**src/rtl/urppc_pkg.sv**
```systemverilog
`timescale 1ns / 1ps
// ----------------------------------------------------------------------------
// urppc_pkg
// Shared constants and types for the user range page permission check.
// ----------------------------------------------------------------------------
package urppc_pkg;

    // Window size in pages and derived widths
    localparam int TABLE_PAGES = 512;
    localparam int PAGE_W      = $clog2(TABLE_PAGES);
    localparam int PAGE_SHIFT  = 12;
    localparam int ADDR_W      = 64;
    localparam int VPN_W       = ADDR_W - PAGE_SHIFT;
    localparam int REG_W       = 10;
    localparam int CMP_W       = (PAGE_W > REG_W) ? PAGE_W : REG_W;
    localparam int IDX_W       = 3;

    // Configuration register indexes
    localparam logic [IDX_W-1:0] REG_TEXT_FIRST   = 3'd0;
    localparam logic [IDX_W-1:0] REG_TEXT_END     = 3'd1;
    localparam logic [IDX_W-1:0] REG_RODATA_FIRST = 3'd2;
    localparam logic [IDX_W-1:0] REG_RODATA_END   = 3'd3;
    localparam logic [IDX_W-1:0] REG_USER_FIRST   = 3'd4;
    localparam logic [IDX_W-1:0] REG_USER_END     = 3'd5;

    // Fixed user stack pages (byte address >> page shift)
    localparam logic [CMP_W-1:0] STACK_A_PAGE = CMP_W'(64'h001F_E000 >> PAGE_SHIFT);
    localparam logic [CMP_W-1:0] STACK_B_PAGE = CMP_W'(64'h001F_C000 >> PAGE_SHIFT);
    localparam logic [CMP_W-1:0] STACK_C_PAGE = CMP_W'(64'h001F_A000 >> PAGE_SHIFT);

    typedef logic [PAGE_W-1:0] page_t;

    // Region registers, stops exclusive
    typedef struct packed {
        logic [REG_W-1:0] text_first;
        logic [REG_W-1:0] text_stop;
        logic [REG_W-1:0] rodata_first;
        logic [REG_W-1:0] rodata_stop;
        logic [REG_W-1:0] user_first;
        logic [REG_W-1:0] user_stop;
    } cfg_t;

    // Request from the sequencer to the page classifier
    typedef struct packed {
        page_t page;
        logic  wr;
    } page_req_t;

endpackage

```
**src/rtl/urppc_cfg_regs.sv**
```systemverilog
`timescale 1ns / 1ps
// ----------------------------------------------------------------------------
// urppc_cfg_regs
// Six region registers written through a plain write port.
// ----------------------------------------------------------------------------
module urppc_cfg_regs (
    input  logic                        aclk,
    input  logic                        aresetn,
    input  logic                        cfg_wr_en,
    input  logic [urppc_pkg::IDX_W-1:0] cfg_index,
    input  logic [urppc_pkg::REG_W-1:0] cfg_wdata,
    output urppc_pkg::cfg_t             cfg
);

    urppc_pkg::cfg_t cfg_reg;
    urppc_pkg::cfg_t cfg_next;

    // Register decode; unknown indexes are dropped
    always_comb begin
        cfg_next = cfg_reg;
        if (cfg_wr_en) begin
            unique case (cfg_index)
                urppc_pkg::REG_TEXT_FIRST:   cfg_next.text_first   = cfg_wdata;
                urppc_pkg::REG_TEXT_END:     cfg_next.text_stop    = cfg_wdata;
                urppc_pkg::REG_RODATA_FIRST: cfg_next.rodata_first = cfg_wdata;
                urppc_pkg::REG_RODATA_END:   cfg_next.rodata_stop  = cfg_wdata;
                urppc_pkg::REG_USER_FIRST:   cfg_next.user_first   = cfg_wdata;
                urppc_pkg::REG_USER_END:     cfg_next.user_stop    = cfg_wdata;
                default:                     cfg_next = cfg_reg;
            endcase
        end
    end

    always_ff @(posedge aclk) begin
        if (!aresetn) begin
            cfg_reg <= '0;
        end else begin
            cfg_reg <= cfg_next;
        end
    end

    assign cfg = cfg_reg;

endmodule

```
**src/rtl/urppc_page_class.sv**
```systemverilog
`timescale 1ns / 1ps
// ----------------------------------------------------------------------------
// urppc_page_class
// Shared compare unit: classifies one page per cycle by the boot map rules.
// ----------------------------------------------------------------------------
module urppc_page_class (
    input  urppc_pkg::cfg_t      cfg,
    input  urppc_pkg::page_req_t req,
    output logic                 allow
);

    logic [urppc_pkg::CMP_W-1:0] pg;
    logic in_text;
    logic in_rodata;
    logic in_user;
    logic is_stack;

    assign pg = urppc_pkg::CMP_W'(req.page);

    // Region hits, empty or inverted regions never match
    assign in_text   = (pg >= urppc_pkg::CMP_W'(cfg.text_first)) &&
                       (pg <  urppc_pkg::CMP_W'(cfg.text_stop));
    assign in_rodata = (pg >= urppc_pkg::CMP_W'(cfg.rodata_first)) &&
                       (pg <  urppc_pkg::CMP_W'(cfg.rodata_stop));
    assign in_user   = (pg >= urppc_pkg::CMP_W'(cfg.user_first)) &&
                       (pg <  urppc_pkg::CMP_W'(cfg.user_stop));
    assign is_stack  = (pg == urppc_pkg::STACK_A_PAGE) ||
                       (pg == urppc_pkg::STACK_B_PAGE) ||
                       (pg == urppc_pkg::STACK_C_PAGE);

    // Priority: null page, kernel text, kernel rodata, user text, stack
    always_comb begin
        if (pg == '0) begin
            allow = 1'b0;
        end else if (in_text || in_rodata) begin
            allow = 1'b0;
        end else if (in_user) begin
            allow = !req.wr;
        end else begin
            allow = is_stack;
        end
    end

endmodule

```
**src/rtl/urppc_seq.sv**
```systemverilog
`timescale 1ns / 1ps
// ----------------------------------------------------------------------------
// urppc_seq
// Sequencer: range setup, page walk over the shared classifier, result hold.
// ----------------------------------------------------------------------------
module urppc_seq (
    input  logic                         aclk,
    input  logic                         aresetn,
    input  logic                         s_valid,
    output logic                         s_ready,
    input  logic [urppc_pkg::ADDR_W-1:0] s_address,
    input  logic [urppc_pkg::ADDR_W-1:0] s_length,
    input  logic                         s_write_access,
    output logic                         m_valid,
    input  logic                         m_ready,
    output logic                         m_range_ok,
    output urppc_pkg::page_req_t         req,
    input  logic                         allow
);

    localparam logic [2:0] ST_IDLE  = 3'd0;
    localparam logic [2:0] ST_SUM   = 3'd1;
    localparam logic [2:0] ST_LIMIT = 3'd2;
    localparam logic [2:0] ST_SCAN  = 3'd3;
    localparam logic [2:0] ST_DONE  = 3'd4;

    logic [2:0]                   state_reg, state_next;
    logic [urppc_pkg::ADDR_W-1:0] address_reg, address_next;
    logic [urppc_pkg::ADDR_W-1:0] length_reg, length_next;
    logic                         wr_reg, wr_next;
    logic [urppc_pkg::ADDR_W-1:0] sum_reg, sum_next;
    urppc_pkg::page_t             page_reg, page_next;
    urppc_pkg::page_t             last_reg, last_next;
    logic                         ok_reg, ok_next;

    logic [urppc_pkg::ADDR_W:0]   sum_full;
    logic [urppc_pkg::ADDR_W-1:0] end_addr;
    logic [urppc_pkg::VPN_W-1:0]  last_vpn;

    assign sum_full = {1'b0, address_reg} + {1'b0, length_reg};
    assign end_addr = sum_reg - urppc_pkg::ADDR_W'(1);
    assign last_vpn = end_addr[urppc_pkg::ADDR_W-1:urppc_pkg::PAGE_SHIFT];

    // Next state and datapath
    always_comb begin
        state_next   = state_reg;
        address_next = address_reg;
        length_next  = length_reg;
        wr_next      = wr_reg;
        sum_next     = sum_reg;
        page_next    = page_reg;
        last_next    = last_reg;
        ok_next      = ok_reg;
        unique case (state_reg)
            ST_IDLE: begin
                if (s_valid) begin
                    address_next = s_address;
                    length_next  = s_length;
                    wr_next      = s_write_access;
                    state_next   = ST_SUM;
                end
            end
            ST_SUM: begin
                // zero length or wrap past the top of the address space
                sum_next = sum_full[urppc_pkg::ADDR_W-1:0];
                if ((length_reg == '0) || sum_full[urppc_pkg::ADDR_W]) begin
                    ok_next    = 1'b0;
                    state_next = ST_DONE;
                end else begin
                    state_next = ST_LIMIT;
                end
            end
            ST_LIMIT: begin
                // last page beyond the window; first page then is inside it
                if (last_vpn >= urppc_pkg::VPN_W'(urppc_pkg::TABLE_PAGES)) begin
                    ok_next    = 1'b0;
                    state_next = ST_DONE;
                end else begin
                    page_next  = address_reg[urppc_pkg::PAGE_SHIFT +: urppc_pkg::PAGE_W];
                    last_next  = last_vpn[urppc_pkg::PAGE_W-1:0];
                    state_next = ST_SCAN;
                end
            end
            ST_SCAN: begin
                // one page per cycle, stop at the first denied page
                if (!allow) begin
                    ok_next    = 1'b0;
                    state_next = ST_DONE;
                end else if (page_reg == last_reg) begin
                    ok_next    = 1'b1;
                    state_next = ST_DONE;
                end else begin
                    page_next = page_reg + urppc_pkg::PAGE_W'(1);
                end
            end
            ST_DONE: begin
                if (m_ready) begin
                    state_next = ST_IDLE;
                end
            end
            default: begin
                state_next = ST_IDLE;
            end
        endcase
    end

    // Control state
    always_ff @(posedge aclk) begin
        if (!aresetn) begin
            state_reg <= ST_IDLE;
        end else begin
            state_reg <= state_next;
        end
    end

    // Payload, no reset needed
    always_ff @(posedge aclk) begin
        address_reg <= address_next;
        length_reg  <= length_next;
        wr_reg      <= wr_next;
        sum_reg     <= sum_next;
        page_reg    <= page_next;
        last_reg    <= last_next;
        ok_reg      <= ok_next;
    end

    assign s_ready    = (state_reg == ST_IDLE);
    assign m_valid    = (state_reg == ST_DONE);
    assign m_range_ok = ok_reg;
    assign req.page   = page_reg;
    assign req.wr     = wr_reg;

endmodule

```
**src/rtl/user_range_page_permission_check.sv**
```systemverilog
`timescale 1ns / 1ps
// ----------------------------------------------------------------------------
// user_range_page_permission_check
// Checks that every page a user buffer touches permits user access.
// ----------------------------------------------------------------------------
// Steps from input transfer to result valid: the sum step ends a zero length or
// wrapping range, the limit step ends a range that leaves the window, else the
// page walk checks each page in turn (1 up to TABLE_PAGES pages) and stops at
// the first denied page. The walk runs through the single classifier, one item
// at a time; a new item is taken in the cycle after the result transfer.
// Reset: region registers clear to 0, sequencer returns to idle.
module user_range_page_permission_check (
    input  logic                         aclk,
    input  logic                         aresetn,
    input  logic                         cfg_wr_en,
    input  logic [urppc_pkg::IDX_W-1:0]  cfg_index,
    input  logic [urppc_pkg::REG_W-1:0]  cfg_wdata,
    input  logic                         s_valid,
    output logic                         s_ready,
    input  logic [urppc_pkg::ADDR_W-1:0] s_address,
    input  logic [urppc_pkg::ADDR_W-1:0] s_length,
    input  logic                         s_write_access,
    output logic                         m_valid,
    input  logic                         m_ready,
    output logic                         m_range_ok
);

    urppc_pkg::cfg_t      cfg;
    urppc_pkg::page_req_t req;
    logic                 allow;

    urppc_cfg_regs u_cfg_regs (
        .aclk      (aclk),
        .aresetn   (aresetn),
        .cfg_wr_en (cfg_wr_en),
        .cfg_index (cfg_index),
        .cfg_wdata (cfg_wdata),
        .cfg       (cfg)
    );

    urppc_page_class u_page_class (
        .cfg   (cfg),
        .req   (req),
        .allow (allow)
    );

    urppc_seq u_seq (
        .aclk           (aclk),
        .aresetn        (aresetn),
        .s_valid        (s_valid),
        .s_ready        (s_ready),
        .s_address      (s_address),
        .s_length       (s_length),
        .s_write_access (s_write_access),
        .m_valid        (m_valid),
        .m_ready        (m_ready),
        .m_range_ok     (m_range_ok),
        .req            (req),
        .allow          (allow)
    );

endmodule

```
**config.mk**
```make
export PLATFORM = sky130hd
export DESIGN_NAME = user_range_page_permission_check
export DESIGN_NICKNAME = d
export VERILOG_FILES = /design/src/rtl/urppc_pkg.sv /design/src/rtl/urppc_cfg_regs.sv /design/src/rtl/urppc_page_class.sv /design/src/rtl/urppc_seq.sv /design/src/rtl/user_range_page_permission_check.sv
export SDC_FILE = /design/constraint.sdc
export NUM_CORES = 1
export LEC_CHECK = 0
export CAP_MARGIN = 0
export CORE_MARGIN = 4
export CORE_UTILIZATION = 40
export DETAILED_ROUTE_END_ITERATION = 8
export DONT_BUFFER_PORTS = 1
export GPL_TIMING_DRIVEN = 0
export SLEW_MARGIN = 20
export SYNTH_ARGS = -nofsm -noshare
export SYNTH_HDL_FRONTEND = slang
export SYNTH_SLANG_ARGS = --single-unit
```
**constraint.sdc**
```tcl
create_clock -name aclk -period 7.81 [get_ports aclk]
set_input_delay 0.781 -clock aclk [delete_from_list [all_inputs] [get_ports aclk]]
set_output_delay 0.781 -clock aclk [all_outputs]
set_load 0.05 [all_outputs]
```
* After elaboration in Yosys (flattened, before gate mapping)
Cells that the tools add are included.
** Cells by class
- Add/sub/neg operators :: 3
- Order comparisons :: 7
- Eq/ne operators :: 21
- Mux-type cells :: 19
- Bitwise gates (word level) :: 1
- Reductions and logical operators :: 25
** Operators by type and width (count)
- 64-bit by 64-bit adder with 65-bit output :: 1
- 64-bit logical NOT :: 1
- 64-bit by 1-bit subtractor with 64-bit output, second input constant :: 1
- 52-bit by 10-bit >= comparator with 1-bit output, second input constant :: 1
- 9-bit by 10-bit >= comparator with 1-bit output :: 3
- 9-bit by 10-bit less-than comparator with 1-bit output :: 3
- 9-bit equality test, second input constant :: 3
- 9-bit two-way mux :: 3
- 3-bit two-way mux :: 6
- 9-bit case mux with 2 select lines :: 1
- 2-bit AND reduction :: 8
- 3-bit case mux with 5 select lines :: 1
- 3-bit by 2-bit equality test with 1-bit output, second input constant :: 4
- 10-bit logical NOT :: 1
- 9-bit by 1-bit adder with 9-bit output, second input constant :: 1
- 3-bit equality test, second input constant :: 3
- 9-bit equality test :: 1
- 2-bit by 1-bit != test with 1-bit output, second input constant :: 4
- 4-bit AND reduction :: 2
- 1-bit two-way mux :: 7
- 3-bit by 1-bit equality test with 1-bit output, second input constant :: 2
- 3-bit logical NOT :: 2
- 2-bit != test, second input constant :: 3
- 1-bit logical OR :: 4
- other kinds (8) :: 10
** Storage, ports and cells
- Flip-flop bits (word level) :: 275
- Output and inout bits :: 3
- Word-level logic and storage cells :: 90

* Longest topological paths before layout
- Word-level depth :: 8
- Depth in mapped cells :: 12

* Hierarchy
From an unflattened synthesis, not the netlist that was laid out.
** Second synthesis, totals
- Cell total of the unflattened synthesis :: 1331
- Area, all modules :: 14864.3 um^2
** Modules (own cells, without submodules)
- urppc_seq :: instances 1, cells an instance 944, area an instance 11360.9 um^2, seq. area each 6426.2 um^2
- urppc_cfg_regs :: instances 1, cells an instance 210, area an instance 2193.4 um^2, seq. area each 1201.2 um^2
- urppc_page_class :: instances 1, cells an instance 177, area an instance 1310.0 um^2, seq. area each 0.0 um^2

* Least setup slack after synthesis
No wires, ideal clock.
- Kind :: register to register
- From :: reg u_seq.state_reg[0]
- To :: reg u_seq.state_reg[2]
- Library setup time :: 0.115 ns
- Arrival :: 6.177 ns
- Setup slack :: 1.518 ns
- Cell stages (with the launch flop) :: 7
- Path buffers :: 0
- Clock period less this slack :: 6.292 ns
- Cells stage by stage :: dfxtp_1 > nor3b_1 > nor2b_1 > nand4_1 > a311oi_1 > nor4b_2 > o21a_1
** Between the ends
- Word-level cells in the longest chain between the ends :: 3
** RTL lines
- start: declaration :: RTL line urppc_seq.sv:27 : logic [2:0] state_reg, state_next;
- start signal: assignment :: RTL line urppc_seq.sv:112 : state_reg <= state_next;
- 3-bit by 2-bit equality test with 1-bit output, or another cell as far along :: RTL line urppc_seq.sv:54 : unique case (state_reg)
- 3-bit != test (no source line), or another cell as far along
- 3-bit AND reduction (no source line)
Several ways; a longest one is shown, not always the timed one.
A chain may end at the register's enable or synchronous reset.

* Worst setup path after layout
- From :: reg u_seq.length_reg[28] in the netlist's numbering
- To :: reg u_seq.ok_reg (netlist: u_seq.m_range_ok), enable pin
** Between the ends
- Word-level cells in the longest chain between the ends :: 4
** RTL lines
- start: declaration :: RTL line urppc_seq.sv:29 : logic [urppc_pkg::ADDR_W-1:0] length_reg, length_next;
- start signal: assignment :: RTL line urppc_seq.sv:119 : length_reg <= length_next;
- 64-bit by 64-bit adder with 65-bit output or 64-bit logical NOT (tied branches) :: RTL line urppc_seq.sv:40, urppc_seq.sv:66
- 1-bit logical OR * :: RTL line urppc_seq.sv:66 : if ((length_reg == '0) || sum_full[urppc_pkg::ADDR_W]) begin
- 2-bit by 1-bit != test with 1-bit output (no source line) *
- 4-bit AND reduction (no source line) *
- end signal: assignment :: RTL line urppc_seq.sv:124 : ok_reg <= ok_next;
- end: declaration :: RTL line urppc_seq.sv:34 : logic ok_reg, ok_next;
Every way passes the cells marked *; elsewhere a longest branch is shown, timed or not.

==> impl_results.md <==
* Status: finished clean
* Routed WL per cell at about 19 µm
* Final setup vio count at 0
* Asr flop ratio synth at 0%
* Root Buffer: clkbuf_16
* I/O pin cnt at 150
* Initial drt markers at between 600 and 700
* Setup crit start: u_seq.length_reg[28]
* Sequential Area at 7630 µm²
* Max_cap viols at 0
* Worst reg2reg path startpoint: u_seq.length_reg[28]
* Maximum vdd ir drop at roughly 250 µV
* Core footprint at 36,500 µm²
* Area Growth Syn to Fin at 12.2%
* Setup crit end kind: flip-flop
* WL final at approximately 36,000 µm
* PwrDens at 241 nW/µm²
* Crit-path max cell delay at about 0.52 ns
* Fillers at 3,383
* Number of diodes at 0
* Max clock buf depth at 3
* Gr usage total at 17.3%
* Chip width at roughly 200 µm
* Post-synth EDFFs at 212
* Vias at about 11,000
* Critical path, cell by cell: ha_1, clkbuf_1, nand2_1, nor4_1, nand3_1, a211oi_1, nor3_1, nor3_1, a311oi_1, nor4b_2
* Clk_lat worst skew at approximately 0.59 ns
* Critical-path top delay cell: nor4_1
* Port Buffers at 0
* DR pass1 iterations at 5
* Max Fclk at around 250 MHz
* Die height at roughly 200 µm
* Critical Path RT at about 8.1 ns
* Critical path buffers and inverters at 1
* Reg2reg path depth at 10
* Mapped Area at 14,800 µm²
* Post-route DRC at 0
* Synth warn at 0
* Area occupied by multi-input gates at between 6000 and 7000 µm²
* Finished Cell Area at 16,600 µm²
* Maximum fanout along the worst path at 8
* Hold_sp: s_length[47]
* Fin cells at between 1,500 and 2,000
* Post-CTS Repair Setup Buffers at 0
* Critical path arrival at 4.18 ns
* Dpl hpwl at roughly 27,000 µm
* R2r endpoint: u_seq.m_range_ok
* Share of layout cells above drive strength 1 at 5.90%
* Slew @ Worst Pin at 0.963 ns
* Via density at roughly 5.5
* Row Count at 70
* Crit path depth at 10
* Mean Syn Cell Area at 10.7 µm²
* Post-synthesis cell count at between 1,000 and 1,500
* First-pass GRT wire length at roughly 57,000 µm
* Inst Count DP at around 1,900
* Worst Hold Class: primary input to flip-flop
* Clock Sinks at around 280
* Pre-CTS setup slack at around 3.8 ns
* Initial antenna violation count at 3
* Post-synth top flop: edfxtp_1
* Die area at 40,100 µm²
* Part of the cycle the worst path needs at between 50 and 60%
* Largest net degree at the start of global routing at between 60 and 70
* Final RePlAce weighted congestion at 0.900
* Total gr overflow at 0
* Post-route ant nets at 0
* Tmin final at slightly below 4 ns
* Initial Util at between 40 and 50%
* Max-slew headroom at 35.2%
* Inserted Clock Buffers at 31
* Seq cells post-synth at 275
* CTS HTree Levels at 1
* Worst Hold Slack at approximately 0.29 ns
* Synth unique cells at between 60 and 70
* CTS tree: built
* Syn nets at between 1,500 and 2,000
* R2r setup slk at 3.89 ns
* Final Max Tran Viols at 0
* Hold_buf cts at 0
* RSZ-0062 raised after global routing: false
* Post-Place Cell Area at between 15,000 and 20,000 µm²
* Post-CTS Resized at 0
* Leakage power at 5.85 nW
* Sequential share of the synthesized area at around half
* Final #Nets at approximately 1,700
* Count of final hold-check violations at 0
* WS Path Type: flip-flop to flip-flop
* CP Launch Type: flip-flop
* Number of global-route vias before repair at slightly above 10,000
* Clk_skew at ~0.012 ns
* Clock Pin Slew Worst Setup and Hold Paths at approximately 0.06 ns
* Worst Setup EP: u_seq.m_range_ok
* CP top delay family: simple AND/OR/NAND/NOR gates
* Most common cell on crit path: nor3_1
* Setup WS post-layout at 3.89 ns
## report_power, final
group	internal (mW)	switching, mW	total, mW
Sequential	1.74	0.0647	1.81
Clock	0.902	0.620	1.52
Combinational	0.258	0.416	0.674
## layer usage
layer | share of wire (%) | track usage [%] | up-vias
li1 | - | - | 5239
met1 | 46 | 24.0 | 4980
met3 | 4.3 | 3.04 | 59
met5 | 0.036 | 0 | -
met4 | 2.6 | 4.25 | 2
met2 | 47 | 28.6 | 260
## kinds of logic after synthesis
family,share of synthesized area (%)
AOI/OAI and AO/OA,15.7
xor gates and xnor gates,4.97
adders and majority gates,10.1
buffers and inverters,2.61
DFF,51.6
muxes,0.220
and+or+nand+nor,14.8
## cell usage after synthesis, types with 16 or more instances
library cell,n,area share (%)
edfxtp_1,212,43
nand2_1,201,5.1
ha_1,118,10
a21oi_1,92,3.1
inv_1,71,1.8
a21boi_0,65,3.3
dfxtp_1,63,8.5
o21ai_0,62,2.1
nor2_1,59,1.5
xnor2_1,52,3.1
a21o_1,41,2.1
nor4_1,34,1.4
xor2_1,32,1.9
clkbuf_1,31,0.79
nand3_1,28,0.95
nor3_1,27,0.91
nand4_1,24,1.0
nand2b_1,17,0.72
nor2b_1,17,0.72
o21a_1,16,0.81
## stage by stage
stage | setup TNS [ns] | total power [mW] | util, %
final | 0 | 4.00 | 45.4
after global placement | -1.47 | 2.50 | 42.1
after detailed placement | 0 | 2.50 | 42.4
after global routing | 0 | 4.19 | 45.4
after floorplan | 0 | 2.33 | -
after CTS | 0 | 4.04 | 45.4
## worst min path at each step
stage,to,depth (start not counted)
2_1_floorplan,u_cfg_regs.cfg[20],2
3_5_place_dp,u_cfg_regs.cfg[29],2
6_report,u_seq.length_reg[47],0
4_1_cts,u_seq.address_reg[39],0
5_1_grt,u_seq.address_reg[52],0
3_3_place_gp,u_cfg_regs.cfg[28],2
## final cells by class
class                      instances  area share (%)
tap                              468            3.53
timing repair buffer              10           0.671
sequential                       275            46.0
buffer                            32           0.724
inverter                          71            1.61
clock inverter                    23            1.49
multi-input combinational       1011            41.0
clock buffer                      35            5.02
## cell usage in the layout (no fill, tap or decap), types with 4 or more instances in the layout
cell type / instances
nor2b_1: 17
bufinv_16: 4
xor2_1: 32
a211oi_1: 9
and3_1: 7
or4_1: 4
o21bai_1: 7
nand3_1: 28
nor2_1: 59
nor3_1: 24
clkbuf_1: 32
inv_1: 71
clkinv_2: 5
o211ai_1: 7
clkinv_1: 5
nand4_1: 24
o31ai_1: 4
edfxtp_1: 212
clkinvlp_4: 4
and2_1: 4
nand2_1: 201
a21boi_0: 65
ha_1: 118
nand2b_1: 17
xnor2_1: 52
nor4_1: 34
a21oi_1: 92
a31oi_1: 9
and4_1: 5
clkbuf_16: 32
o21a_1: 16
or3_1: 4
or2_2: 6
a21o_1: 41
a31o_2: 4
dfxtp_1: 63
a41oi_1: 4
buf_4: 5
o21ai_0: 62
Note: power is estimated with default switching activity, not from simulation.
